===== config.mk =====
export PLATFORM = sky130hd
export DESIGN_NAME = http_request_line_fingerprint_unit
export DESIGN_NICKNAME = d
export VERILOG_FILES = /design/src/rtl/core/hrlf_pkg.sv /design/src/rtl/core/hrlf_scan.sv /design/src/rtl/core/hrlf_emit.sv /design/src/rtl/core/http_request_line_fingerprint_unit.sv
export SDC_FILE = /design/constraint.sdc
export NUM_CORES = 1
export LEC_CHECK = 0
export ABC_AREA = 0
export BUFFER_PORTS_ARGS = -buffer_cell sky130_fd_sc_hd__buf_2
export CAP_MARGIN = 20
export CORE_MARGIN = 4
export CORE_UTILIZATION = 60
export DETAILED_ROUTE_END_ITERATION = 8
export PLACE_DENSITY = 0.82
export SYNTH_ARGS = -nofsm -noshare
export SYNTH_HDL_FRONTEND = slang
export SYNTH_HIERARCHICAL = 1
export SYNTH_SLANG_ARGS = --single-unit
export TNS_END_PERCENT = 1

===== constraint.sdc =====
create_clock -name clk_i -period 16.6 [get_ports clk_i]
set_clock_uncertainty 0.1 [all_clocks]
set_input_delay 0 -clock clk_i [delete_from_list [all_inputs] [get_ports clk_i]]
set_output_delay 0 -clock clk_i [all_outputs]
set_load 0.005 [all_outputs]

===== src/rtl/core/hrlf_pkg.sv =====
// hrlf_pkg: types and constants shared by the request line fingerprint unit
// beat structs, feature vector type, character codes and feature/code values
// no dependencies
`default_nettype none

package hrlf_pkg;

  localparam int unsigned FEATURE_COUNT = 14;
  localparam int unsigned NUM_COUNTS    = 11;
  localparam int unsigned VALUE_W       = 16;

  typedef struct packed {
    logic [7:0] header_byte;
    logic       end_of_header;
  } in_beat_t;

  typedef struct packed {
    logic [3:0]         feature_index;
    logic [VALUE_W-1:0] feature_value;
    logic               last_feature;
  } out_beat_t;

  typedef logic [FEATURE_COUNT-1:0][VALUE_W-1:0] feat_vec_t;

  localparam logic [3:0] LAST_IDX = 4'(FEATURE_COUNT - 1);

  // feature slots
  localparam int unsigned FI_METHOD  = 0;
  localparam int unsigned FI_VERSION = 1;
  localparam int unsigned FI_LENGTH  = 2;
  localparam int unsigned FI_COUNTS  = 3;

  // counter slots, in feature order after the length
  localparam int unsigned C_VARS = 0;
  localparam int unsigned C_PCT  = 1;
  localparam int unsigned C_APOS = 2;
  localparam int unsigned C_PLUS = 3;
  localparam int unsigned C_DDOT = 4;
  localparam int unsigned C_BSL  = 5;
  localparam int unsigned C_OPAR = 6;
  localparam int unsigned C_CPAR = 7;
  localparam int unsigned C_DSL  = 8;
  localparam int unsigned C_LT   = 9;
  localparam int unsigned C_GT   = 10;

  // method and version codes
  localparam logic [3:0] METH_GET  = 4'd1;
  localparam logic [3:0] METH_POST = 4'd2;
  localparam logic [3:0] METH_HEAD = 4'd4;
  localparam logic [3:0] METH_NONE = 4'd8;
  localparam logic [3:0] VER_X9    = 4'd1;
  localparam logic [3:0] VER_X0    = 4'd2;
  localparam logic [3:0] VER_X1    = 4'd4;
  localparam logic [3:0] VER_NONE  = 4'd8;

  // character codes
  localparam logic [7:0] CH_LF    = 8'd10;
  localparam logic [7:0] CH_CR    = 8'd13;
  localparam logic [7:0] CH_PCT   = 8'd37;
  localparam logic [7:0] CH_AMP   = 8'd38;
  localparam logic [7:0] CH_APOS  = 8'd39;
  localparam logic [7:0] CH_OPAR  = 8'd40;
  localparam logic [7:0] CH_CPAR  = 8'd41;
  localparam logic [7:0] CH_PLUS  = 8'd43;
  localparam logic [7:0] CH_DOT   = 8'd46;
  localparam logic [7:0] CH_SLASH = 8'd47;
  localparam logic [7:0] CH_0     = 8'd48;
  localparam logic [7:0] CH_1     = 8'd49;
  localparam logic [7:0] CH_9     = 8'd57;
  localparam logic [7:0] CH_LT    = 8'd60;
  localparam logic [7:0] CH_GT    = 8'd62;
  localparam logic [7:0] CH_QMARK = 8'd63;
  localparam logic [7:0] CH_A     = 8'd65;
  localparam logic [7:0] CH_D     = 8'd68;
  localparam logic [7:0] CH_E     = 8'd69;
  localparam logic [7:0] CH_G     = 8'd71;
  localparam logic [7:0] CH_H     = 8'd72;
  localparam logic [7:0] CH_O     = 8'd79;
  localparam logic [7:0] CH_P     = 8'd80;
  localparam logic [7:0] CH_S     = 8'd83;
  localparam logic [7:0] CH_T     = 8'd84;
  localparam logic [7:0] CH_BSL   = 8'd92;

endpackage

`default_nettype wire


===== src/rtl/core/hrlf_scan.sv =====
// hrlf_scan: input register and per-byte scan of the request line
// keeps the lookahead window, method/version detection and saturating counters
// depends on hrlf_pkg
`default_nettype none

module hrlf_scan import hrlf_pkg::*; #(
  parameter int unsigned COUNT_WIDTH = 16
) (
  input  wire logic      clk_i,
  input  wire logic      rst_ni,
  input  wire logic      in_valid_i,
  output logic           in_ready_o,
  input  wire in_beat_t  in_beat_i,
  output logic           snap_valid_o,
  input  wire logic      snap_ready_i,
  output feat_vec_t      snap_o
);

  localparam int unsigned CNT_W = (COUNT_WIDTH < VALUE_W) ? COUNT_WIDTH : VALUE_W;

  logic            s1_valid_q;
  in_beat_t        s1_beat_q;
  logic            s1_adv;

  logic            line_open_q, line_open_d;
  logic [3:0]      method_code_q, method_code_d;
  logic            method_found_q, method_found_d;
  logic [3:0]      version_code_q, version_code_d;
  logic            version_found_q, version_found_d;
  logic            query_seen_q, query_seen_d;
  logic [7:0]      pend_q [3];
  logic [7:0]      pend_d [3];
  logic [1:0]      pend_cnt_q, pend_cnt_d;
  logic [CNT_W-1:0] len_q, len_d;
  logic [CNT_W-1:0] cnt_q [NUM_COUNTS];
  logic [CNT_W-1:0] cnt_d [NUM_COUNTS];

  // values after this beat, before the end-of-header clear
  logic [3:0]      m_code, v_code;
  logic            m_found, v_found, q_seen;
  logic [CNT_W-1:0] len_upd;
  logic [CNT_W-1:0] cnt_upd [NUM_COUNTS];
  logic [2:0]      hits [NUM_COUNTS];

  logic [7:0]      seq [4];
  logic [7:0]      ext [7];
  logic [2:0]      seq_len;
  logic            crlf, appended, flush;
  logic [3:0]      pos_en;

  function automatic logic [CNT_W-1:0] sat_add(logic [CNT_W-1:0] a, logic [2:0] k);
    logic [CNT_W+2:0] sum;
    sum = {3'b000, a} + (CNT_W+3)'(k);
    if (sum > {3'b000, {CNT_W{1'b1}}}) return {CNT_W{1'b1}};
    return sum[CNT_W-1:0];
  endfunction

  assign s1_adv     = s1_valid_q && (!s1_beat_q.end_of_header || snap_ready_i);
  assign in_ready_o = !s1_valid_q || s1_adv;
  assign snap_valid_o = s1_valid_q && s1_beat_q.end_of_header;

  always_ff @(posedge clk_i or negedge rst_ni) begin
    if (!rst_ni) begin
      s1_valid_q <= 1'b0;
    end else if (in_ready_o) begin
      s1_valid_q <= in_valid_i;
    end
  end

  always_ff @(posedge clk_i) begin
    if (in_ready_o && in_valid_i) begin
      s1_beat_q <= in_beat_i;
    end
  end

  // window of line bytes: pending bytes first, then the new byte
  always_comb begin
    crlf     = (s1_beat_q.header_byte == CH_CR) || (s1_beat_q.header_byte == CH_LF);
    appended = line_open_q && !crlf;
    flush    = line_open_q && (crlf || s1_beat_q.end_of_header);
    seq_len  = {1'b0, pend_cnt_q} + {2'b00, appended};
    for (int i = 0; i < 4; i++) begin
      seq[i] = (2'(i) < pend_cnt_q && i < 3) ? pend_q[(i < 3) ? i : 2]
                                             : s1_beat_q.header_byte;
    end
    for (int j = 0; j < 7; j++) begin
      ext[j] = (j < 4) ? seq[(j < 4) ? j : 0] : 8'h00;
    end
    for (int i = 0; i < 4; i++) begin
      pos_en[i] = flush ? (3'(i) < seq_len) : ((i == 0) && (seq_len == 3'd4));
    end
  end

  // evaluate up to four positions, earliest first
  always_comb begin
    logic [7:0] c, v1, v2, v3;
    logic [2:0] n;
    m_code  = method_code_q;
    m_found = method_found_q;
    v_code  = version_code_q;
    v_found = version_found_q;
    q_seen  = query_seen_q;
    for (int k = 0; k < NUM_COUNTS; k++) hits[k] = 3'd0;
    for (int i = 0; i < 4; i++) begin
      c  = ext[i];
      v1 = ext[i+1];
      v2 = ext[i+2];
      v3 = ext[i+3];
      n  = seq_len - 3'(i);
      if (pos_en[i]) begin
        if (!v_found && n >= 3'd3 && (c == CH_0 || c == CH_1) && v1 == CH_DOT) begin
          if (v2 == CH_0) begin
            v_code = VER_X0; v_found = 1'b1;
          end else if (v2 == CH_9) begin
            v_code = VER_X9; v_found = 1'b1;
          end else if (v2 == CH_1) begin
            v_code = VER_X1; v_found = 1'b1;
          end
        end
        if (!m_found) begin
          if (n >= 3'd3 && c == CH_G && v1 == CH_E && v2 == CH_T) begin
            m_code = METH_GET; m_found = 1'b1;
          end else if (n >= 3'd4 && c == CH_H && v1 == CH_E && v2 == CH_A && v3 == CH_D) begin
            m_code = METH_HEAD; m_found = 1'b1;
          end else if (n >= 3'd4 && c == CH_P && v1 == CH_O && v2 == CH_S && v3 == CH_T) begin
            m_code = METH_POST; m_found = 1'b1;
          end
        end
        if (n >= 3'd2 && c == CH_DOT && v1 == CH_DOT) hits[C_DDOT] = hits[C_DDOT] + 3'd1;
        if (n >= 3'd2 && c == CH_SLASH && v1 == CH_SLASH) hits[C_DSL] = hits[C_DSL] + 3'd1;
        case (c)
          CH_QMARK: q_seen = 1'b1;
          CH_PCT:   hits[C_PCT]  = hits[C_PCT]  + 3'd1;
          CH_AMP:   if (q_seen) hits[C_VARS] = hits[C_VARS] + 3'd1;
          CH_APOS:  hits[C_APOS] = hits[C_APOS] + 3'd1;
          CH_PLUS:  hits[C_PLUS] = hits[C_PLUS] + 3'd1;
          CH_OPAR:  hits[C_OPAR] = hits[C_OPAR] + 3'd1;
          CH_CPAR:  hits[C_CPAR] = hits[C_CPAR] + 3'd1;
          CH_LT:    hits[C_LT]   = hits[C_LT]   + 3'd1;
          CH_GT:    hits[C_GT]   = hits[C_GT]   + 3'd1;
          CH_BSL:   hits[C_BSL]  = hits[C_BSL]  + 3'd1;
          default:  ;
        endcase
      end
    end
  end

  // next state
  always_comb begin
    len_upd = (len_q == {CNT_W{1'b1}}) ? len_q : len_q + CNT_W'(1);
    for (int k = 0; k < NUM_COUNTS; k++) cnt_upd[k] = sat_add(cnt_q[k], hits[k]);

    line_open_d     = line_open_q;
    method_code_d   = method_code_q;
    method_found_d  = method_found_q;
    version_code_d  = version_code_q;
    version_found_d = version_found_q;
    query_seen_d    = query_seen_q;
    pend_d          = pend_q;
    pend_cnt_d      = pend_cnt_q;
    len_d           = len_q;
    cnt_d           = cnt_q;

    if (s1_adv) begin
      if (s1_beat_q.end_of_header) begin
        line_open_d     = 1'b1;
        method_code_d   = METH_NONE;
        method_found_d  = 1'b0;
        version_code_d  = VER_NONE;
        version_found_d = 1'b0;
        query_seen_d    = 1'b0;
        pend_cnt_d      = 2'd0;
        len_d           = '0;
        for (int k = 0; k < NUM_COUNTS; k++) cnt_d[k] = '0;
      end else begin
        line_open_d     = line_open_q && !crlf;
        method_code_d   = m_code;
        method_found_d  = m_found;
        version_code_d  = v_code;
        version_found_d = v_found;
        query_seen_d    = q_seen;
        len_d           = len_upd;
        cnt_d           = cnt_upd;
        if (flush) begin
          pend_cnt_d = 2'd0;
        end else if (seq_len == 3'd4) begin
          pend_d[0]  = seq[1];
          pend_d[1]  = seq[2];
          pend_d[2]  = seq[3];
          pend_cnt_d = 2'd3;
        end else begin
          pend_d[0]  = seq[0];
          pend_d[1]  = seq[1];
          pend_d[2]  = seq[2];
          pend_cnt_d = seq_len[1:0];
        end
      end
    end
  end

  always_comb begin
    snap_o[FI_METHOD]  = VALUE_W'(m_code);
    snap_o[FI_VERSION] = VALUE_W'(v_code);
    snap_o[FI_LENGTH]  = VALUE_W'(len_upd);
    for (int k = 0; k < NUM_COUNTS; k++) snap_o[FI_COUNTS + k] = VALUE_W'(cnt_upd[k]);
  end

  always_ff @(posedge clk_i or negedge rst_ni) begin
    if (!rst_ni) begin
      line_open_q     <= 1'b1;
      method_code_q   <= METH_NONE;
      method_found_q  <= 1'b0;
      version_code_q  <= VER_NONE;
      version_found_q <= 1'b0;
      query_seen_q    <= 1'b0;
      pend_cnt_q      <= 2'd0;
      len_q           <= '0;
      for (int k = 0; k < NUM_COUNTS; k++) cnt_q[k] <= '0;
    end else begin
      line_open_q     <= line_open_d;
      method_code_q   <= method_code_d;
      method_found_q  <= method_found_d;
      version_code_q  <= version_code_d;
      version_found_q <= version_found_d;
      query_seen_q    <= query_seen_d;
      pend_cnt_q      <= pend_cnt_d;
      len_q           <= len_d;
      cnt_q           <= cnt_d;
    end
  end

  always_ff @(posedge clk_i) begin
    pend_q <= pend_d;
  end

endmodule

`default_nettype wire


===== src/rtl/core/hrlf_emit.sv =====
// hrlf_emit: holding slot and output shift register for the feature run
// sends the 14 features of a finished header one beat at a time
// depends on hrlf_pkg
`default_nettype none

module hrlf_emit import hrlf_pkg::*; (
  input  wire logic      clk_i,
  input  wire logic      rst_ni,
  input  wire logic      snap_valid_i,
  output logic           snap_ready_o,
  input  wire feat_vec_t snap_i,
  output logic           out_valid_o,
  input  wire logic      out_ready_i,
  output out_beat_t      out_beat_o
);

  logic       hold_valid_q, hold_valid_d;
  feat_vec_t  hold_q, hold_d;
  logic       busy_q, busy_d;
  logic [3:0] idx_q, idx_d;
  feat_vec_t  sh_q, sh_d;
  logic       out_fire, is_last, load, snap_fire;

  assign snap_ready_o = !hold_valid_q;
  assign snap_fire    = snap_valid_i && !hold_valid_q;
  assign out_fire     = busy_q && out_ready_i;
  assign is_last      = (idx_q == LAST_IDX);
  assign load         = hold_valid_q && (!busy_q || (out_fire && is_last));

  always_comb begin
    hold_valid_d = snap_fire || (hold_valid_q && !load);
    hold_d       = snap_fire ? snap_i : hold_q;
    busy_d       = busy_q;
    idx_d        = idx_q;
    sh_d         = sh_q;
    if (load) begin
      busy_d = 1'b1;
      idx_d  = 4'd0;
      sh_d   = hold_q;
    end else if (out_fire) begin
      if (is_last) begin
        busy_d = 1'b0;
      end
      idx_d = idx_q + 4'd1;
      for (int j = 0; j < FEATURE_COUNT - 1; j++) sh_d[j] = sh_q[j+1];
    end
  end

  always_ff @(posedge clk_i or negedge rst_ni) begin
    if (!rst_ni) begin
      hold_valid_q <= 1'b0;
      busy_q       <= 1'b0;
      idx_q        <= 4'd0;
    end else begin
      hold_valid_q <= hold_valid_d;
      busy_q       <= busy_d;
      idx_q        <= idx_d;
    end
  end

  always_ff @(posedge clk_i) begin
    hold_q <= hold_d;
    sh_q   <= sh_d;
  end

  assign out_valid_o              = busy_q;
  assign out_beat_o.feature_index = idx_q;
  assign out_beat_o.feature_value = sh_q[0];
  assign out_beat_o.last_feature  = is_last;

endmodule

`default_nettype wire


===== src/rtl/core/http_request_line_fingerprint_unit.sv =====
// http_request_line_fingerprint_unit: top level of the request line fingerprint
// joins the byte scanner and the feature emitter
// depends on hrlf_pkg, hrlf_scan, hrlf_emit
//
// usage:
//   input channel carries one header byte per beat plus an end_of_header flag on
//   the last byte of a header. only the request line (bytes before the first cr
//   or lf) is scanned; every byte counts toward the length.
//   output channel carries the 14 features of a header, index 0 to 13, with
//   last_feature set on index 13.
// timing:
//   one input beat per cycle while in_ready_o is high. each beat sits in the input
//   register while the scan logic updates the header state. the first feature of a
//   header goes out from the input register via the holding slot and the shift register;
//   the others follow one per cycle while out_ready_i is high.
//   one finished header can wait in a holding slot while the previous run is
//   still draining, so headers of 14 bytes or more stream at one byte per cycle.
//   shorter headers, or a stalled receiver, fill the holding slot and then the
//   input register, and in_ready_o drops until the emitter frees the slot.
// reset:
//   clears all header state (method and version back to none, counts and length
//   to zero), empties the input register, the holding slot and the emitter.
`default_nettype none

module http_request_line_fingerprint_unit import hrlf_pkg::*; #(
  parameter int unsigned COUNT_WIDTH = 16
) (
  input  wire logic     clk_i,
  input  wire logic     rst_ni,
  input  wire logic     in_valid_i,
  output logic          in_ready_o,
  input  wire in_beat_t in_beat_i,
  output logic          out_valid_o,
  input  wire logic     out_ready_i,
  output out_beat_t     out_beat_o
);

  // finished header snapshot from scanner to emitter
  logic      snap_valid;
  logic      snap_ready;
  feat_vec_t snap;

  hrlf_scan #(
    .COUNT_WIDTH (COUNT_WIDTH)
  ) u_scan (
    .clk_i        (clk_i),
    .rst_ni       (rst_ni),
    .in_valid_i   (in_valid_i),
    .in_ready_o   (in_ready_o),
    .in_beat_i    (in_beat_i),
    .snap_valid_o (snap_valid),
    .snap_ready_i (snap_ready),
    .snap_o       (snap)
  );

  // holding slot plus shift register, one feature per beat
  hrlf_emit u_emit (
    .clk_i        (clk_i),
    .rst_ni       (rst_ni),
    .snap_valid_i (snap_valid),
    .snap_ready_o (snap_ready),
    .snap_i       (snap),
    .out_valid_o  (out_valid_o),
    .out_ready_i  (out_ready_i),
    .out_beat_o   (out_beat_o)
  );

endmodule

`default_nettype wire


# After elaboration in Yosys (flattened, before gate mapping)
# Index checks and enable logic that the tools add are counted.
dict set report classes {
  n_bitwise 2
  mux 158
  add_sub_neg 47
  reduce_logical 62
  eq_ne 75
  magnitude_cmp 24
}
# operator count
set ops {}
lappend ops {{equality test 8 x 6 -> 1 bit (second input constant)} 54}
lappend ops {{2-to-1 mux 208 bit} 2}
lappend ops {{2-to-1 mux 16 bit} 24}
lappend ops {{greater-than comparator 19 x 16 -> 1 bit (second input constant)} 11}
lappend ops {{adder 16 x 3 -> 17 bit} 11}
lappend ops {{2-to-1 mux 176 bit} 1}
lappend ops {{equality test 8 x 7 -> 1 bit (second input constant)} 16}
lappend ops {{2-to-1 mux 3 bit} 34}
lappend ops {{2-to-1 mux 33 bit} 3}
lappend ops {{adder 3 x 1 -> 3 bit (second input constant)} 30}
lappend ops {{2-to-1 mux 4 bit} 22}
lappend ops {{2-to-1 mux 1 bit} 64}
lappend ops {{logical AND 1 bit} 42}
lappend ops {{2-to-1 mux 31 bit} 1}
lappend ops {{2-to-1 mux 24 bit} 1}
lappend ops {{2-to-1 mux 8 bit} 3}
lappend ops {{adder 16 x 1 -> 16 bit (second input constant)} 1}
lappend ops {{equality test 16 bit (second input constant)} 1}
lappend ops {{equality test 8 x 4 -> 1 bit (second input constant)} 2}
lappend ops {{>= comparator 3 x 2 -> 1 bit (second input constant)} 5}
lappend ops {{zero test 1 bit} 8}
lappend ops {{logical OR 1 bit} 8}
lappend ops {{< comparator 1 x 3 -> 1 bit (first input constant)} 2}
lappend ops {{< comparator 2 x 3 -> 1 bit (first input constant)} 2}
lappend ops {{15 further kinds} 20}
dict set report totals {
  ff_bits 670
  wordCells 426
}

# Depth between registers and ports, before layout
dict set report logic_depth {
  ltp_word 27
  ltp_mapped 32
  depth_no_buf 29
}

# Hierarchy
# Netlist, hierarchy kept.
# mod cells_each area_per_inst_um2 instances
set modules_own_cells {}
lappend modules_own_cells {hrlf_scan 2028 17885.9 1}
lappend modules_own_cells {hrlf_emit 729 16817.4 1}

# Worst setup path before layout
# No wires, ideal clock.
dict set report synth_path {
  path_kind {reg2reg}
  start {reg u_scan/s1_beat_q[0] (netlist bit)}
  end {reg u_emit/hold_q[0] (netlist bit) (enable)}
  t_arrival_ps 10674
  path_buffers 1
  period_less_slack_ps 11615
  path_slack_ps 4985
  stages_incl_launch_ff 4
  setup_time_ps 841
  required_ps 15659
  path_cell_list {edfxtp_1 > clkbuf_1 > and2_1 > nor2b_1}
}
dict set report synth_between {
  elab_chain_cells 2
}
# element line
set synth_rtl {}
lappend synth_rtl {{from (decl)} hrlf_scan.sv:22} ;# in_beat_t s1_beat_q;
lappend synth_rtl {{from (signal assigned)} hrlf_scan.sv:72} ;# s1_beat_q <= in_beat_i;
lappend synth_rtl {{logical AND 1 bit} hrlf_scan.sv:60} ;# assign snap_valid_o = s1_valid_q && s1_beat_q.end_of_header;
lappend synth_rtl {{named net snap_valid} http_request_line_fingerprint_unit.sv:39} ;# logic snap_valid;
lappend synth_rtl {{logical AND 1 bit} hrlf_emit.sv:25} ;# assign snap_fire = snap_valid_i && !hold_valid_q;
lappend synth_rtl {{named net u_emit.snap_fire} hrlf_emit.sv:22} ;# logic out_fire, is_last, load, snap_fire;
lappend synth_rtl {{to (signal assigned)} hrlf_emit.sv:62} ;# hold_q <= hold_d;
lappend synth_rtl {{to (decl)} hrlf_emit.sv:18} ;# feat_vec_t hold_q, hold_d;
# The timed path passes the listed nets, and every way through them passes these cells.
# A chain may end at the register's enable or synchronous reset.

# Worst setup path after layout
dict set report layout_path {
  start {reg u_scan.s1_beat_q (netlist bit u_scan/ext[27])}
  end {reg u_scan/cnt_q[134] (netlist bit)}
}
dict set report layout_between {
  elab_chain_cells 22
  word_cells_on_any_way 40
  classes_between {add/sub (5); order compare (5); eq/ne (7); mux (18); reduce/logical (5)}
}
# element line
set layout_rtl {}
lappend layout_rtl {{equality test 8 x 4 -> 1 bit} hrlf_scan.sv:78} ;# crlf = (s1_beat_q.header_byte == CH_CR) || (s1_beat_q.header_byte == CH_LF);
lappend layout_rtl {{logical OR 1 bit} hrlf_scan.sv:78}
lappend layout_rtl {{zero test 1 bit} hrlf_scan.sv:79} ;# appended = line_open_q && !crlf;
lappend layout_rtl {{logical AND 1 bit} hrlf_scan.sv:79}
lappend layout_rtl {{adder 2 x 1 -> 3 bit} hrlf_scan.sv:81} ;# seq_len = {1'b0, pend_cnt_q} + {2'b00, appended};
lappend layout_rtl {{< comparator 1 x 3 -> 1 bit / equality test 3 bit (equally long branches)} hrlf_scan.sv:90} ;# pos_en[i] = flush ? (3'(i) < seq_len) : ((i == 0) && (seq_len == 3'd4));
lappend layout_rtl {{2-to-1 mux 1 bit} hrlf_scan.sv:90}
lappend layout_rtl {{2-to-1 mux 31 bit} hrlf_scan.sv:110} ;# if (pos_en[i]) begin
lappend layout_rtl {{(+6 left out)} -}
lappend layout_rtl {{adder 3 x 1 -> 3 bit} hrlf_scan.sv:135} ;# CH_APOS: hits[C_APOS] = hits[C_APOS] + 3'd1;
lappend layout_rtl {{2-to-1 mux 3 bit} hrlf_scan.sv:131} ;# case (c)
lappend layout_rtl {{2-to-1 mux 33 bit *} hrlf_scan.sv:110}
lappend layout_rtl {{adder 16 x 3 -> 17 bit *} hrlf_scan.sv:53} ;# sum = {3'b000, a} + (CNT_W+3)'(k);
lappend layout_rtl {{greater-than comparator 19 x 16 -> 1 bit} hrlf_scan.sv:54} ;# if (sum > {3'b000, {CNT_W{1'b1}}}) return {CNT_W{1'b1}};
lappend layout_rtl {{2-to-1 mux 1 bit} hrlf_scan.sv:54}
lappend layout_rtl {{2-to-1 mux 16 bit *} hrlf_scan.sv:55} ;# return sum[CNT_W-1:0];
lappend layout_rtl {{2-to-1 mux 176 bit *} hrlf_scan.sv:165} ;# if (s1_beat_q.end_of_header) begin
lappend layout_rtl {{to (signal assigned)} hrlf_scan.sv:228} ;# cnt_q <= cnt_d;
lappend layout_rtl {{to (decl)} hrlf_scan.sv:35} ;# logic [CNT_W-1:0] cnt_q [NUM_COUNTS];
# Every way passes the cells marked *; elsewhere a longest branch is shown, timed or not.

==> metrics.cfg <==
[run_status]
status=completed

[worst_setup_path]
path_delay_family=simple AND/OR/NAND/NOR gates
cp.buffers_inverters=4
cp-startpoint=u_scan/ext[27]$_DFFE_PP_
crit_type=reg2reg
critPathMaxFanout=21
cp-start-kind=flip-flop
crit_arrival_ps=9540
slowest_delay_ps=800
crit_required_ps=17040
critPathSlowestCell=edfxtp_1
rr_startpoint=u_scan/ext[27]$_DFFE_PP_
cpMostUsedCell=ha_1
end_kind=flip-flop

[hold_path]
hold_class=in2reg
hold_start=out_ready_i

[place]
dp.cells=3410
pre_cts_slack_ps=7670
hpwl_um=51200
place.gp.congestion=0.938
port_buffers=35

[power_and_ir_drop]
switching_share=0.269
power_density_nw_per_um2=118
clkPwrFrac=0.363
pwr-share-comb=0.153
vdd_ir_drop_max_uv=90.7
p_leak_nw=15.6
p_int_mw=3.25
power_frac_seq=0.484
power_switching_mw=1.20

[grt]
grt_pass1_vias=22779
grt_max_degree=176
grt.overflow.total=0
antenna_found_initial=0
grt_pass1_wl_um=127000
grt_util_all_layers=0.254

[final_layout]
syn_to_final_growth_pct=9.07
drive_gt1_frac=0.172
fin_util=0.666
stdcell_count=3569
fin_nets=2855

[clock_network]
h-tree-depth=3
cts_buffer_depth=3
cts.reportedPaths.clkPinSlew_ps=60
clock_sinks=694
clock_latency_ps=630
cts_resized=0
cts_tree=yes
cts_root_buf=clkbuf_16
cts_buffers=72

[detailed_routing]
final_antenna_net_count=0
drc_errors=0
vias=22590
drt_iter0_drc=2131
finalWirelength_um=80800
wl_per_cell_um=22.6
via_per_inst=6.33
drt-pass1-iter-count=5

[floorplanning]
start_util=0.611
ios=36
core-area_um2=56800
rows=87
fp.dieW_um=248
fp.dieArea_um2=61700
die_y_um=248

[synth]
syn_inst=2757
ys.flop_type=edfxtp_1
ys_seq_area_frac=0.570
synth_edf_count=481
synth.distinct_cells=102
yosysTopAreaCell=edfxtp_1
yosys-top-cells-area=edfxtp_1, dfrtp_1, mux2_2, mux2_4, a22o_1
syn_area_per_cell_um2=12.6
synth_top_area_frac=0.416
synth_seq_cells=694
async_flop_share=0.307
ys_warn_count=6
syn_area_um2=34700

[sta]
slew_headroom=0.275
maxSlewViolCount=0
fin_crit_sh=0.548
setup_tns_ps=0
worst_pin_slew_ps=1090
fin_ws_ps=7500
rsz0062_at_grt=no
final.min_clock_period_ps=9100
max_freq_ghz=0.110
worst_hold_slack_ps=239
setup_viol=0
final-hold-violation-count=0

[run]
max_cap_viol_count=0

-- logic make-up (layout without fill, tap and decap cells) --
logic type / after synthesis / in the layout / synth area share
adder cells (fa/ha/maj): 88 / 88 / 0.0343
multiplexers: 274 / 274 / 0.0993
other: 1 / 25 / 0.000108
AND/OR/NAND/NOR: 737 / 737 / 0.110
XOR/XNOR: 135 / 135 / 0.0343
flip-flops: 694 / 694 / 0.570
buffers and inverters: 269 / 301 / 0.0382
AO/OA/AOI/OAI: 559 / 559 / 0.114
-- per-stage QoR --
stage	power (mW)	area, µm²
4_1_cts	4.47	37800
3_3_place_gp	2.83	35200
6_report	4.45	37900
2_1_floorplan	2.67	34800
5_1_grt	4.62	37900
3_5_place_dp	2.85	35200
-- worst paths after layout --
path / slack, ps / depth (start not counted) / end
worst max-delay path: 7500 / 28 / u_scan/cnt_q[134]$_DFFE_PN0P_
worst min-delay path: 240 / 4 / u_emit/hold_valid_q$_DFF_PN0_
worst min register to register: 320 / 0 / u_emit/sh_q[214]$_DFFE_PN_
worst max register to register: 7500 / 28 / u_scan/cnt_q[134]$_DFFE_PN0P_
min in group asynchronous: 480 / 4 / u_scan/pend_cnt_q[0]$_DFFE_PN0P_
max in group asynchronous: 14950 / 4 / u_scan/len_q[1]$_DFFE_PN0P_
-- power groups by stage --
stage / combinational [mW] / clock [mW] / sequential, mW
floorplan: 0.489 / 0 / 2.18
global placement: 0.647 / 0 / 2.18
detailed placement: 0.661 / 0 / 2.19
CTS: 0.670 / 1.64 / 2.15
global route: 0.726 / 1.72 / 2.17
finish: 0.678 / 1.62 / 2.15
-- state kept, by name, indices dropped and copies added (netlist names), 2 cells and up --
| name | count |
|---|---|
| u_scan/cnt_q | 176 |
| u_scan/ext | 8 |
| u_emit/out_beat_o | 16 |
| u_scan/len_q | 16 |
| u_scan/version_code_q | 4 |
| u_scan/pend_cnt_q | 2 |
| u_emit/idx_q | 4 |
| u_scan/method_code_q | 4 |
| u_scan/pend_q | 24 |
| u_emit/hold_q | 224 |
| u_emit/sh_q | 208 |
-- cell usage after synthesis (8+ instances only) --
cell type and n:
o21a_1 23, fa_1 12, nor3b_1 8, mux2_4 100, a22o_1 126, xor2_1 77
nor3_1 31, o21ai_0 82, or2_2 12, and2_1 31, buf_2 25, a41oi_1 12
nor2b_1 53, o22ai_1 23, edfxtp_1 481, dfrtp_1 210, and3_1 35, nand4_1 35
clkbuf_1 99, nand2_1 236, buf_6 16, or3_1 13, nor2_1 106, nand2b_1 27
mux2i_1 21, buf_4 44, inv_1 78, nor4_1 10, and4_1 12, nand3_1 80
a21oi_1 120, o22a_1 31, a21o_1 12, ha_1 76, mux2_2 151, xnor2_1 57
a31oi_1 50
-- repair_timing --
item	CTS	global route
hold endpoints to repair	107	0
hold buffers	24	0
setup buffers	0	0
-- layout make-up --
class	instances	area, µm²
clock buffer	97	2020
inverter	79	304
fill	3976	19000
multi-input combinational	1817	13700
tap	756	946
antenna	1	2.50
timing repair buffer	90	728
sequential	694	19800
clock inverter	35	355
-- tightest hold or removal path: cells and delay by family --
kind | cells | cell delay [ps]
AO/OA/AOI/OAI | 1 | 150
AND/OR/NAND/NOR | 1 | 90
buffers and inverters | 2 | 690
-- metal layers --
metal	up-vias	routed length [µm]	GRT usage
li1	10234	-	-
met1	11285	33200	0.335
met2	884	40200	0.430
met3	187	4470	0.0374
met4	0	2980	0.0987
met5	-	0	0
-- cell usage in the layout (no fill, tap or decap), types with 27 or more instances in the layout --
master	n
nor3_1	31
buf_2	34
nor2b_1	52
edfxtp_1	481
and3_1	35
nand4_1	35
a21oi_1	120
dfrtp_1	210
o22a_1	31
mux2_2	151
xnor2_1	57
and2_1	31
buf_4	28
xor2_1	77
a31oi_1	50
mux2_4	100
inv_1	77
o21ai_0	82
a22o_1	126
nor2_1	105
clkbuf_16	74
nand3_1	80
ha_1	76
nand2b_1	27
nand2_1	236
Note: power is estimated with default switching activity, not from simulation.
